===== src/rtl/core/cpa_pkg.sv =====
`timescale 1ns / 1ps
`default_nettype none
// ----------------------------------------------------------------------------
// cpa_pkg
// Shared types and constants of the contiguous page allocator.
// ----------------------------------------------------------------------------
package cpa_pkg;
  localparam int MaxPages   = 1024;
  localparam int MaxFree    = 32;
  localparam int MaxProc    = 32;
  localparam int FIdxW      = $clog2(MaxFree);
  localparam int PIdxW      = $clog2(MaxProc);
  localparam int FCntW      = $clog2(MaxFree + 1);
  localparam int PCntW      = $clog2(MaxProc + 1);
  localparam int PageW      = 10;
  localparam int LenW       = 11;
  localparam int PidW       = 16;
  localparam int AddrW      = 20;

  localparam logic [1:0] OP_START = 2'd0;
  localparam logic [1:0] OP_READ  = 2'd1;
  localparam logic [1:0] OP_WRITE = 2'd2;
  localparam logic [1:0] OP_END   = 2'd3;

  localparam logic [2:0] ST_DONE    = 3'd0;
  localparam logic [2:0] ST_NOSPACE = 3'd1;
  localparam logic [2:0] ST_COMPACT = 3'd2;
  localparam logic [2:0] ST_UNKNOWN = 3'd3;
  localparam logic [2:0] ST_RANGE   = 3'd4;

  localparam logic CFG_TOTAL = 1'b0;
  localparam logic CFG_BYTES = 1'b1;

  // datapath commands
  typedef enum logic [3:0] {
    C_NONE, C_LOAD, C_FSCAN, C_PSCAN, C_SUM, C_CPICK, C_CPLACE, C_CFREE,
    C_PLACE, C_FOLLOW, C_FREE, C_MUL, C_RESULT
  } cmd_t;

  typedef struct packed {
    cmd_t             cmd;
    logic [FIdxW-1:0] idx;
    logic [PIdxW-1:0] pidx;
    logic             append;    // free: add a new region at the table end
  } dp_cmd_t;

  typedef struct packed {
    logic             f_valid;   // free entry idx valid
    logic             p_valid;
    logic             f_fit;     // free entry fits request
    logic             p_match;
    logic             f_follow;
    logic             pick_ok;   // compaction found a process
    logic             sum_ok;
    logic             start_ok;  // count nonzero and table not full
    logic             in_range;
    logic             ftable_full;
    logic             p_cand;    // process pidx beats the current pick
    logic [1:0]       op;
  } dp_stat_t;
endpackage
`default_nettype wire


===== src/rtl/core/cpa_ctrl.sv =====
`timescale 1ns / 1ps
`default_nettype none
// ----------------------------------------------------------------------------
// cpa_ctrl
// Sequencer: walks the tables one entry a cycle and issues datapath commands.
// ----------------------------------------------------------------------------
module cpa_ctrl (
  input  wire logic             clk,
  input  wire logic             rst_n,
  input  wire logic             in_fire,
  input  wire logic             out_busy,
  input  wire cpa_pkg::dp_stat_t st,
  output cpa_pkg::dp_cmd_t      cmd,
  output logic                  idle
);
  import cpa_pkg::*;

  typedef enum logic [9:0] {
    S_IDLE  = 10'b0000000001,
    S_DEC   = 10'b0000000010,
    S_FSCAN = 10'b0000000100,
    S_SUM   = 10'b0000001000,
    S_CPICK = 10'b0000010000,
    S_CFREE = 10'b0000100000,
    S_PSCAN = 10'b0001000000,
    S_FOLL  = 10'b0010000000,
    S_MUL   = 10'b0100000000,
    S_OUT   = 10'b1000000000
  } state_t;

  state_t state_r, state_nxt;
  logic [FIdxW-1:0] fi_r, fi_nxt;
  logic [PIdxW-1:0] pi_r, pi_nxt;
  logic [PCntW-1:0] k_r, k_nxt;
  logic             comp_r, comp_nxt;

  always_comb begin
    state_nxt = state_r; fi_nxt = fi_r; pi_nxt = pi_r; k_nxt = k_r;
    comp_nxt = comp_r;
    cmd = '{cmd: C_NONE, idx: fi_r, pidx: pi_r, append: 1'b0};
    unique case (state_r)
      S_IDLE: if (in_fire) begin
        cmd.cmd = C_LOAD; state_nxt = S_DEC; fi_nxt = '0; pi_nxt = '0;
        comp_nxt = 1'b0;
      end
      S_DEC: begin
        if (st.op == OP_START) begin
          state_nxt = st.start_ok ? S_FSCAN : S_OUT;
        end else begin
          state_nxt = S_PSCAN;
        end
      end
      S_FSCAN: begin
        if (!st.f_valid) begin
          if (comp_r) state_nxt = S_OUT;
          else begin state_nxt = S_SUM; fi_nxt = '0; end
        end else if (st.f_fit) begin
          cmd.cmd = C_PLACE; state_nxt = S_OUT;
        end else if (fi_r == FIdxW'(MaxFree - 1)) begin
          if (comp_r) state_nxt = S_OUT;
          else begin state_nxt = S_SUM; fi_nxt = '0; end
        end else fi_nxt = fi_r + 1'b1;
      end
      S_SUM: begin
        if (st.f_valid) cmd.cmd = C_SUM;
        if (!st.f_valid || fi_r == FIdxW'(MaxFree - 1)) begin
          state_nxt = S_CPICK; pi_nxt = '0; k_nxt = '0;
        end else fi_nxt = fi_r + 1'b1;
      end
      S_CPICK: begin
        // one pass over the process table per placed process
        if (k_r == '0 && pi_r == '0 && !st.sum_ok) state_nxt = S_OUT;
        else begin
          cmd.cmd = C_CPICK;
          if (!st.p_valid || pi_r == PIdxW'(MaxProc - 1)) begin
            pi_nxt = '0;
            if (st.pick_ok || (st.p_valid && st.p_cand)) begin
              cmd.cmd = C_CPLACE; k_nxt = k_r + 1'b1;
            end else state_nxt = S_CFREE;
          end else pi_nxt = pi_r + 1'b1;
        end
      end
      S_CFREE: begin
        cmd.cmd = C_CFREE; comp_nxt = 1'b1; fi_nxt = '0; state_nxt = S_FSCAN;
      end
      S_PSCAN: begin
        if (!st.p_valid) state_nxt = S_OUT;
        else if (st.p_match) begin
          if (st.op == OP_END) begin state_nxt = S_FOLL; fi_nxt = '0; end
          else state_nxt = st.in_range ? S_MUL : S_OUT;
        end else if (pi_r == PIdxW'(MaxProc - 1)) state_nxt = S_OUT;
        else pi_nxt = pi_r + 1'b1;
      end
      S_FOLL: begin
        if (st.f_valid && st.f_follow) begin
          cmd.cmd = C_FREE; state_nxt = S_OUT;
        end else if (!st.f_valid || fi_r == FIdxW'(MaxFree - 1)) begin
          if (!st.ftable_full) begin
            cmd.cmd = C_FREE; cmd.append = 1'b1;
          end
          state_nxt = S_OUT;
        end else fi_nxt = fi_r + 1'b1;
      end
      S_MUL: begin cmd.cmd = C_MUL; state_nxt = S_OUT; end
      S_OUT: if (!out_busy) begin cmd.cmd = C_RESULT; state_nxt = S_IDLE; end
      default: state_nxt = S_IDLE;
    endcase
  end

  assign idle = (state_r == S_IDLE);

  always_ff @(posedge clk) begin
    if (!rst_n) begin
      state_r <= S_IDLE; fi_r <= '0; pi_r <= '0; k_r <= '0; comp_r <= 1'b0;
    end else begin
      state_r <= state_nxt; fi_r <= fi_nxt; pi_r <= pi_nxt; k_r <= k_nxt;
      comp_r <= comp_nxt;
    end
  end
endmodule
`default_nettype wire


===== src/rtl/core/cpa_dp.sv =====
`timescale 1ns / 1ps
`default_nettype none
// ----------------------------------------------------------------------------
// cpa_dp
// Datapath: free and process tables, request registers, result register.
// ----------------------------------------------------------------------------
module cpa_dp (
  input  wire logic                    clk,
  input  wire logic                    rst_n,
  input  wire cpa_pkg::dp_cmd_t        cmd,
  output cpa_pkg::dp_stat_t            st,
  input  wire logic [1:0]              op_in,
  input  wire logic [cpa_pkg::PidW-1:0] pid_in,
  input  wire logic [cpa_pkg::LenW-1:0] pv_in,
  input  wire logic                    cfg_we,
  input  wire logic                    cfg_idx,
  input  wire logic [cpa_pkg::LenW-1:0] cfg_val,
  input  wire logic                    out_take,
  output logic                         out_vld,
  output logic [1:0]                   o_op,
  output logic [2:0]                   o_status,
  output logic [cpa_pkg::PageW-1:0]    o_base,
  output logic [cpa_pkg::AddrW-1:0]    o_addr
);
  import cpa_pkg::*;

  logic [PageW-1:0] fs_r [MaxFree];
  logic [LenW-1:0]  fl_r [MaxFree];
  logic [FCntW-1:0] fcnt_r;
  logic [PidW-1:0]  pid_t_r [MaxProc];
  logic [PageW-1:0] pb_r [MaxProc];
  logic [LenW-1:0]  plen_r [MaxProc];
  logic [PCntW-1:0] pcnt_r;
  logic [MaxProc-1:0] done_r;
  logic [LenW-1:0]  total_r, bytes_r;
  logic [1:0]       op_r;
  logic [PidW-1:0]  pid_r;
  logic [LenW-1:0]  pv_r;
  logic [LenW:0]    sum_r;       // never exceeds total_pages
  logic [LenW-1:0]  next_r;
  logic             pick_ok_r;
  logic [PIdxW-1:0] pick_r;
  logic [PageW-1:0] pick_base_r;
  logic [PIdxW-1:0] match_r;
  logic [2:0]       status_r;
  logic [PageW-1:0] base_r;
  logic [AddrW-1:0] addr_r;
  logic             vld_r;
  logic [LenW-1:0]  v_sat;

  logic [FIdxW-1:0] fi;
  logic [PIdxW-1:0] pi;
  logic [LenW-1:0]  end_pg;
  logic             cand;

  assign fi = cmd.idx;
  assign pi = cmd.pidx;
  assign end_pg = LenW'(pb_r[match_r]) + plen_r[match_r];
  // in compaction, a not-yet-placed process lower than the current pick
  assign cand = !done_r[pi] && (!pick_ok_r || pb_r[pi] < pick_base_r);

  always_comb begin
    st.op          = op_r;
    st.f_valid     = {1'b0, fi} < fcnt_r;
    st.p_valid     = {1'b0, pi} < pcnt_r;
    st.f_fit       = fl_r[fi] >= pv_r;
    st.p_match     = pid_t_r[pi] == pid_r;
    st.f_follow    = LenW'(fs_r[fi]) == end_pg;
    st.pick_ok     = pick_ok_r;
    st.sum_ok      = sum_r >= {1'b0, pv_r};
    st.start_ok    = pv_r != '0 && pcnt_r < PCntW'(MaxProc);
    st.in_range    = pv_r < plen_r[pi];
    st.ftable_full = fcnt_r == FCntW'(MaxFree);
    st.p_cand      = cand;
  end

  always_comb begin
    v_sat = (cfg_val == '0) ? LenW'(1) : cfg_val;
    if (v_sat > LenW'(1024)) v_sat = LenW'(1024);
  end

  always_ff @(posedge clk) begin
    if (!rst_n) begin
      fcnt_r <= FCntW'(1); pcnt_r <= '0; total_r <= LenW'(MaxPages);
      bytes_r <= LenW'(256); fs_r[0] <= '0; fl_r[0] <= LenW'(MaxPages);
      vld_r <= 1'b0;
    end else begin
      if (out_take) vld_r <= 1'b0;
      if (cfg_we) begin
        if (cfg_idx == CFG_TOTAL) begin
          total_r <= v_sat; fcnt_r <= FCntW'(1); pcnt_r <= '0;
          fs_r[0] <= '0; fl_r[0] <= v_sat;
        end else bytes_r <= v_sat;
      end
      unique case (cmd.cmd)
        C_LOAD: begin
          op_r <= op_in; pid_r <= pid_in; pv_r <= pv_in;
          status_r <= (op_in == OP_START) ? ST_NOSPACE : ST_UNKNOWN;
          base_r <= '0; addr_r <= '0; sum_r <= '0;
        end
        C_SUM: sum_r <= sum_r + {1'b0, fl_r[fi]};
        C_CPICK: if (st.p_valid && cand) begin
          pick_ok_r <= 1'b1; pick_r <= pi; pick_base_r <= pb_r[pi];
        end
        C_CPLACE: begin
          // last entry of the pass may itself be the pick
          if (st.p_valid && cand) begin
            pb_r[pi] <= PageW'(next_r); next_r <= next_r + plen_r[pi];
            done_r[pi] <= 1'b1;
          end else begin
            pb_r[pick_r] <= PageW'(next_r); next_r <= next_r + plen_r[pick_r];
            done_r[pick_r] <= 1'b1;
          end
          pick_ok_r <= 1'b0;
        end
        C_CFREE: begin
          if (total_r > next_r) begin
            fs_r[0] <= PageW'(next_r); fl_r[0] <= total_r - next_r;
            fcnt_r <= FCntW'(1);
          end else fcnt_r <= '0;
          status_r <= ST_COMPACT;
        end
        C_PLACE: begin
          base_r <= fs_r[fi];
          pid_t_r[pcnt_r[PIdxW-1:0]] <= pid_r;
          pb_r[pcnt_r[PIdxW-1:0]] <= fs_r[fi];
          plen_r[pcnt_r[PIdxW-1:0]] <= pv_r;
          pcnt_r <= pcnt_r + 1'b1;
          if (status_r != ST_COMPACT) status_r <= ST_DONE;
          if (fl_r[fi] == pv_r) begin
            for (int k = 0; k < MaxFree - 1; k++)
              if (k >= fi) begin fs_r[k] <= fs_r[k+1]; fl_r[k] <= fl_r[k+1]; end
            fcnt_r <= fcnt_r - 1'b1;
          end else begin
            fl_r[fi] <= fl_r[fi] - pv_r;
            fs_r[fi] <= fs_r[fi] + PageW'(pv_r);
          end
        end
        C_FREE: begin
          status_r <= ST_DONE; base_r <= pb_r[match_r];
          for (int k = 0; k < MaxProc - 1; k++)
            if (k >= match_r) begin
              pid_t_r[k] <= pid_t_r[k+1]; pb_r[k] <= pb_r[k+1];
              plen_r[k] <= plen_r[k+1];
            end
          pcnt_r <= pcnt_r - 1'b1;
          if (cmd.append) begin
            fs_r[fcnt_r[FIdxW-1:0]] <= pb_r[match_r];
            fl_r[fcnt_r[FIdxW-1:0]] <= plen_r[match_r];
            fcnt_r <= fcnt_r + 1'b1;
          end else begin
            for (int k = 0; k < MaxFree - 1; k++)
              if (k >= fi) begin fs_r[k] <= fs_r[k+1]; fl_r[k] <= fl_r[k+1]; end
            fs_r[fcnt_r[FIdxW-1:0] - 1'b1] <= pb_r[match_r];
            fl_r[fcnt_r[FIdxW-1:0] - 1'b1] <= plen_r[match_r] + fl_r[fi];
          end
        end
        C_MUL: begin
          status_r <= ST_DONE; base_r <= pb_r[match_r];
          addr_r <= AddrW'(LenW'(pb_r[match_r]) + pv_r) * AddrW'(bytes_r);
        end
        C_RESULT: vld_r <= 1'b1;
        default: ;
      endcase
      if (cmd.cmd == C_LOAD || cmd.cmd == C_CFREE) begin
        done_r <= '0; next_r <= '0; pick_ok_r <= 1'b0;
      end
      if (cmd.cmd == C_SUM) begin
        done_r <= '0; next_r <= '0; pick_ok_r <= 1'b0;
      end
      // track the scan hit for read, write and finish
      if (op_r != OP_START && st.p_valid && st.p_match && cmd.cmd == C_NONE)
        match_r <= pi;
      if (op_r != OP_START && st.p_valid && !st.in_range && st.p_match &&
          cmd.cmd == C_NONE && op_r != OP_END)
        status_r <= ST_RANGE;
      // a found finish fails only when the free table has no room
      if (op_r == OP_END && st.p_valid && st.p_match && cmd.cmd == C_NONE &&
          status_r == ST_UNKNOWN)
        status_r <= ST_NOSPACE;
    end
  end

  assign out_vld  = vld_r;
  assign o_op     = op_r;
  assign o_status = status_r;
  assign o_base   = (status_r == ST_DONE || status_r == ST_COMPACT) ? base_r : '0;
  assign o_addr   = (status_r == ST_DONE) ? addr_r : '0;
endmodule
`default_nettype wire


===== src/rtl/core/contiguous_page_allocator.sv =====
`timescale 1ns / 1ps
`default_nettype none
// ----------------------------------------------------------------------------
// contiguous_page_allocator
// First-fit contiguous page allocator with on-the-spot compaction.
// ----------------------------------------------------------------------------
// Requests enter on in_* (operation, process_id, page_value); one result per
// request leaves on out_* (operation_echo, status, base_page, page_address).
// One request is in flight at a time: in_tready is high while the sequencer
// is idle and no result waits. A plain request scans the free and process
// tables; a start that compacts walks the process table once per process.
// The walk over the tables, one entry a cycle, sets how long a request takes.
// The result sits in an output register; while out_tready is low it holds
// and no new request is taken. Reset leaves one free region covering
// total_pages, an empty process table, total_pages 1024, page_bytes 256.
// cfg_* writes take effect at once; writing total_pages clears the tables.
// ----------------------------------------------------------------------------
module contiguous_page_allocator (
  input  wire logic        clk,
  input  wire logic        rst_n,
  input  wire logic        in_tvalid,
  output logic             in_tready,
  input  wire logic [31:0] in_tdata,   // operation[1:0], process_id[17:2], page_value[28:18]
  output logic             out_tvalid,
  input  wire logic        out_tready,
  output logic [39:0]      out_tdata,  // operation_echo[1:0], status[4:2], base_page[14:5],
                                       // page_address[34:15]
  input  wire logic        cfg_we,
  input  wire logic        cfg_index,
  input  wire logic [10:0] cfg_data
);
  import cpa_pkg::*;

  dp_cmd_t  cmd;
  dp_stat_t st;
  logic     idle, in_fire;
  logic [1:0] o_op;
  logic [2:0] o_status;
  logic [PageW-1:0] o_base;
  logic [AddrW-1:0] o_addr;

  assign in_tready = idle && !out_tvalid;
  assign in_fire   = in_tvalid && in_tready;

  cpa_ctrl u_ctrl (
    .clk, .rst_n, .in_fire, .out_busy(out_tvalid), .st, .cmd, .idle
  );

  cpa_dp u_dp (
    .clk, .rst_n, .cmd, .st,
    .op_in(in_tdata[1:0]), .pid_in(in_tdata[17:2]), .pv_in(in_tdata[28:18]),
    .cfg_we, .cfg_idx(cfg_index), .cfg_val(cfg_data),
    .out_take(out_tvalid && out_tready), .out_vld(out_tvalid),
    .o_op, .o_status, .o_base, .o_addr
  );

  assign out_tdata = {5'd0, o_addr, o_base, o_status, o_op};

  a_one_req: assert property (@(posedge clk) disable iff (!rst_n)
    in_fire |=> !in_tready) else $error("request accepted while busy");
  a_hold: assert property (@(posedge clk) disable iff (!rst_n)
    out_tvalid && !out_tready |=> out_tvalid) else $error("result dropped");
  a_status: assert property (@(posedge clk) disable iff (!rst_n)
    out_tvalid |-> o_status <= ST_RANGE) else $error("bad status code");
endmodule
`default_nettype wire


===== config.mk =====
export PLATFORM = sky130hd
export DESIGN_NAME = contiguous_page_allocator
export DESIGN_NICKNAME = d
export VERILOG_FILES = /design/src/rtl/core/cpa_pkg.sv /design/src/rtl/core/cpa_ctrl.sv /design/src/rtl/core/cpa_dp.sv /design/src/rtl/core/contiguous_page_allocator.sv
export SDC_FILE = /design/constraint.sdc
export NUM_CORES = 2
export LEC_CHECK = 0
export BUFFER_PORTS_ARGS = -buffer_cell sky130_fd_sc_hd__buf_2
export CAP_MARGIN = 10
export CORE_ASPECT_RATIO = 1.25
export CORE_MARGIN = 1.5
export CORE_UTILIZATION = 29
export CTS_CLUSTER_SIZE = 30
export DETAILED_ROUTE_END_ITERATION = 12
export HOLD_SLACK_MARGIN = 0.12
export PLACE_DENSITY_LB_ADDON = 0.2
export SYNTH_ARGS = -nofsm -noshare
export SYNTH_HDL_FRONTEND = slang
export SYNTH_HIERARCHICAL = 1
export SYNTH_SLANG_ARGS = --single-unit

===== constraint.sdc =====
create_clock -name clk -period 14.6 [get_ports clk]
set_clock_uncertainty 0.1 [all_clocks]
set_input_delay 2.92 -clock clk [delete_from_list [all_inputs] [get_ports clk]]
set_output_delay 2.92 -clock clk [all_outputs]
set_load 0.02 [all_outputs]

==> qor.yml <==
cts:
  clk_latency_ns: 1.00
  cts_num_sinks: 2066
  cts_tree: "built"
  cts_hold_buf: 0
  clockBufferDepth: 4
  cts_setup_buffers: 0
  cts_root_buffer: "clkbuf_16"
  cts.reportedPaths.clkPinSlew_ns: 0.06
  cts-resized-gates: 0
  htreeDepth: 4
  cts_buffers: 239
run:
  drv_cap: 0
power:
  cellLeakagePower_nw: 45.4
  vdd_drop_max_mv: 0.115
  pwr_density_cell_nw_per_um2: 107
  finalPower_w: 0.0143
sta:
  worst_pin_slew_ns: 1.33
  finalCriticalPeriod_ns: 11.89
  period_share_pct: 81.4
  hold_viol_final: 0
  rsz0062_at_grt: "no"
  slew_headroom_pct: 10.1
  drv_slew: 0
  clock.fmax_mhz: 84.1
  fin_setup_tns_ns: 0
  setup_viol: 0
setup_path:
  rr_worst_depth: 27
  crit_required_ns: 15.06
  r2r-end: "u_dp/pid_t_r[4][9]"
  cp-start-kind: "register"
  crit_end: "u_dp/pid_t_r[4][9]"
  worstSetupPathType: "register to register"
  endpoint_kind: "register"
  rrSetupSlack_ns: 2.71
  crit_arrival_ns: 12.35
  critPathMaxFanout: 49
floorplan:
  dieArea_um2: 413000
  coreArea_um2: 407000
  die_y_um: 718
  die_w_um: 575
  num_rows: 262
  ios: 91
  initial_core_util_pct: 29.1
grt:
  grt_pass1_vias: 84300
  grt_first_pass_wirelength_mm: 631
  grt_antenna_before_repair: 25
  grt_usage_pct: 21.0
  overflow: 0
  grt_max_degree: 91
cells_and_area:
  fin_util_pct: 32.8
  synthToLayoutAreaGrowth_pct: 12.7
  seqCellArea_um2: 61400
  multi_input_area_um2: 54100
  drive_gt1_share_pct: 25.8
  fillers: 40500
  num-nets-final: 9675
routing:
  vias_per_cell: 5.55
  first_pass_iters: 8
  postRouteAntennaNets: 0
  routed_wl_mm: 444
  routedWlPerCell_um: 29.6
  drtIter0Drc: 7655
  vias: 83100
  drc: 0
hold_path:
  hp-class: "register to register"
run_status:
  status: "completed"
yosys:
  synthFlopType: "edfxtp_1"
  ys_async_sr_fraction_pct: 0
  ys_types: 93
  syn_inst: 9549
  postSynthAreaPerCell_um2: 12.4
  yosysSeqAreaShare_pct: 51.6
  synth_edf_count: 1994
  ys_ff_latch: 2066
  yosysWarnings: 6
  syn_area_um2: 119000
placed_design:
  place_hpwl_mm: 293
  io_buffers: 82
  place_congestion: 0.849
## worst max-delay path, cell delays in order (launching register included)
cell,delay [ns]
dfxtp_4,0.75
buf_4,0.69
mux4_2,0.60
mux4_2,0.49
mux2i_1,0.73
inv_1,0.23
ha_1,0.35
a21o_1,0.19
a21oi_1,0.24
o21ai_0,0.17
o41ai_1,0.50
o21ai_0,0.22
xnor2_1,0.23
nand3_1,0.10
nor4_1,0.59
buf_4,0.26
a21oi_1,0.07
o21a_1,0.19
nand3_1,0.28
inv_1,0.19
nor2_1,0.35
nand2_1,0.38
nor3_2,0.58
nand2_2,0.60
nor2_4,0.86
nand2_4,0.84
o31ai_4,0.26
buf_4,0.39
## per-layer routing
layer,up-vias,part of all wire [%],global-route usage [%]
li1,35800,-,-
met1,43100,38,25.1
met2,3289,50,37.0
met3,878,6.1,3.02
met4,6,5.5,10.0
met5,-,0.010,0
## layout by cell type, fill, tap and decap left out, types with 65 or more instances in the layout
cell / Yosys / routed
o22ai_1: 69 / 69
a221oi_1: 77 / 77
nor2_1: 610 / 597
a22oi_1: 110 / 110
ha_1: 180 / 180
fa_1: 96 / 96
buf_4: 22 / 323
o21ai_0: 793 / 727
clkinv_1: 1 / 65
inv_1: 275 / 274
clkbuf_16: 0 / 243
and2_1: 97 / 97
a21oi_1: 556 / 544
buf_2: 95 / 82
nand2_1: 1242 / 1225
edfxtp_1: 1994 / 1994
mux4_2: 692 / 692
nand3_1: 73 / 72
xnor2_1: 75 / 72
mux2_2: 830 / 830
mux2i_1: 114 / 113
## cell usage after synthesis (28+ instances only)
cell	n	area, µm²
nor3_1	67	335
mux2_2	830	9350
xnor2_1	75	657
nor2_1	610	2290
nor2b_1	40	250
dfxtp_1	72	1440
and2_1	97	607
buf_1	47	176
a211oi_1	62	465
o21ai_1	28	140
mux4_2	692	15600
inv_1	275	1030
ha_1	180	2250
buf_2	95	475
mux2i_1	114	1140
o21a_1	42	315
a221oi_1	77	674
edfxtp_1	1994	59900
a21oi_1	556	2780
clkbuf_1	674	2530
o22ai_1	69	432
xor2_1	37	324
nand4_1	42	263
a21o_1	40	300
nand3_1	73	365
o32ai_1	32	280
fa_1	96	1920
o21ai_0	793	3970
nand2_1	1242	4660
a22oi_1	110	826
## flip-flops by register name (all words and copies together), names as in the netlist, 10 cells and up, named ones only
register,flops
u_dp/pid_t_r,512
u_dp/sum_r,12
u_dp/fl_r,352
u_ctrl/state_r,10
u_dp/done_r,32
u_dp/pv_r,11
u_dp/bytes_r,11
u_dp/total_r,11
u_dp/base_r,10
u_dp/pb_r,320
u_dp/next_r,11
u_dp/pick_base_r,10
u_dp/plen_r,352
u_dp/pid_r,16
u_dp/addr_r,20
u_dp/fs_r,320
## where the power goes
part,switching (W),total [W],internal [W]
logic,0.00106,0.00164,0.000581
clock network,0.00261,0.00590,0.00329
registers,0.0000556,0.00670,0.00665
## cells by family after synthesis
logic type	count (synthesis)	synth area share, %
and+or+nand+nor	2369	8.61
DFF	2066	51.6
AOI/OAI and AO/OA	1954	9.59
muxes	1637	22.0
buffers and inverters	1134	3.85
adders and majority gates	276	3.51
xor gates and xnor gates	112	0.826
other	1	0.00316
## worst min path at each step
stage / start / endpoint / slack (ns) / cells past startpoint
floorplan: u_dp/total_r[3] / u_dp/total_r[3] / 0.33 / 2
global placement: u_dp/total_r[5] / u_dp/total_r[5] / 0.34 / 2
detailed placement: u_dp/total_r[5] / u_dp/total_r[5] / 0.34 / 2
CTS: u_dp/total_r[5] / u_dp/total_r[5] / 0.35 / 2
global route: u_dp/total_r[5] / u_dp/total_r[5] / 0.37 / 2
finish: u_dp/total_r[5] / u_dp/total_r[5] / 0.36 / 2
## layout make-up
type	count	share of cell area [%]
well taps	5412	5.06
repair buffers	412	2.22
clock inverters	136	0.790
flip-flops and latches	2066	45.9
multi-input cells	6353	40.4
clock buffers	301	4.80
diodes	18	0.0337
inverters	278	0.782
## per-stage QoR
stage                     worst slack (ns)  std cells  cell area [µm²]  hold slack (ns)
after floorplan                       4.77       9553           119000            0.327
after global placement                2.76      14500           126000            0.343
after detailed placement              2.75      14500           126000            0.344
after CTS                             2.72      15000           134000            0.352
after global routing                  2.23      15000           134000            0.371
final                                 2.71      15000           134000            0.355
Note: power is estimated with default switching activity, not from simulation.
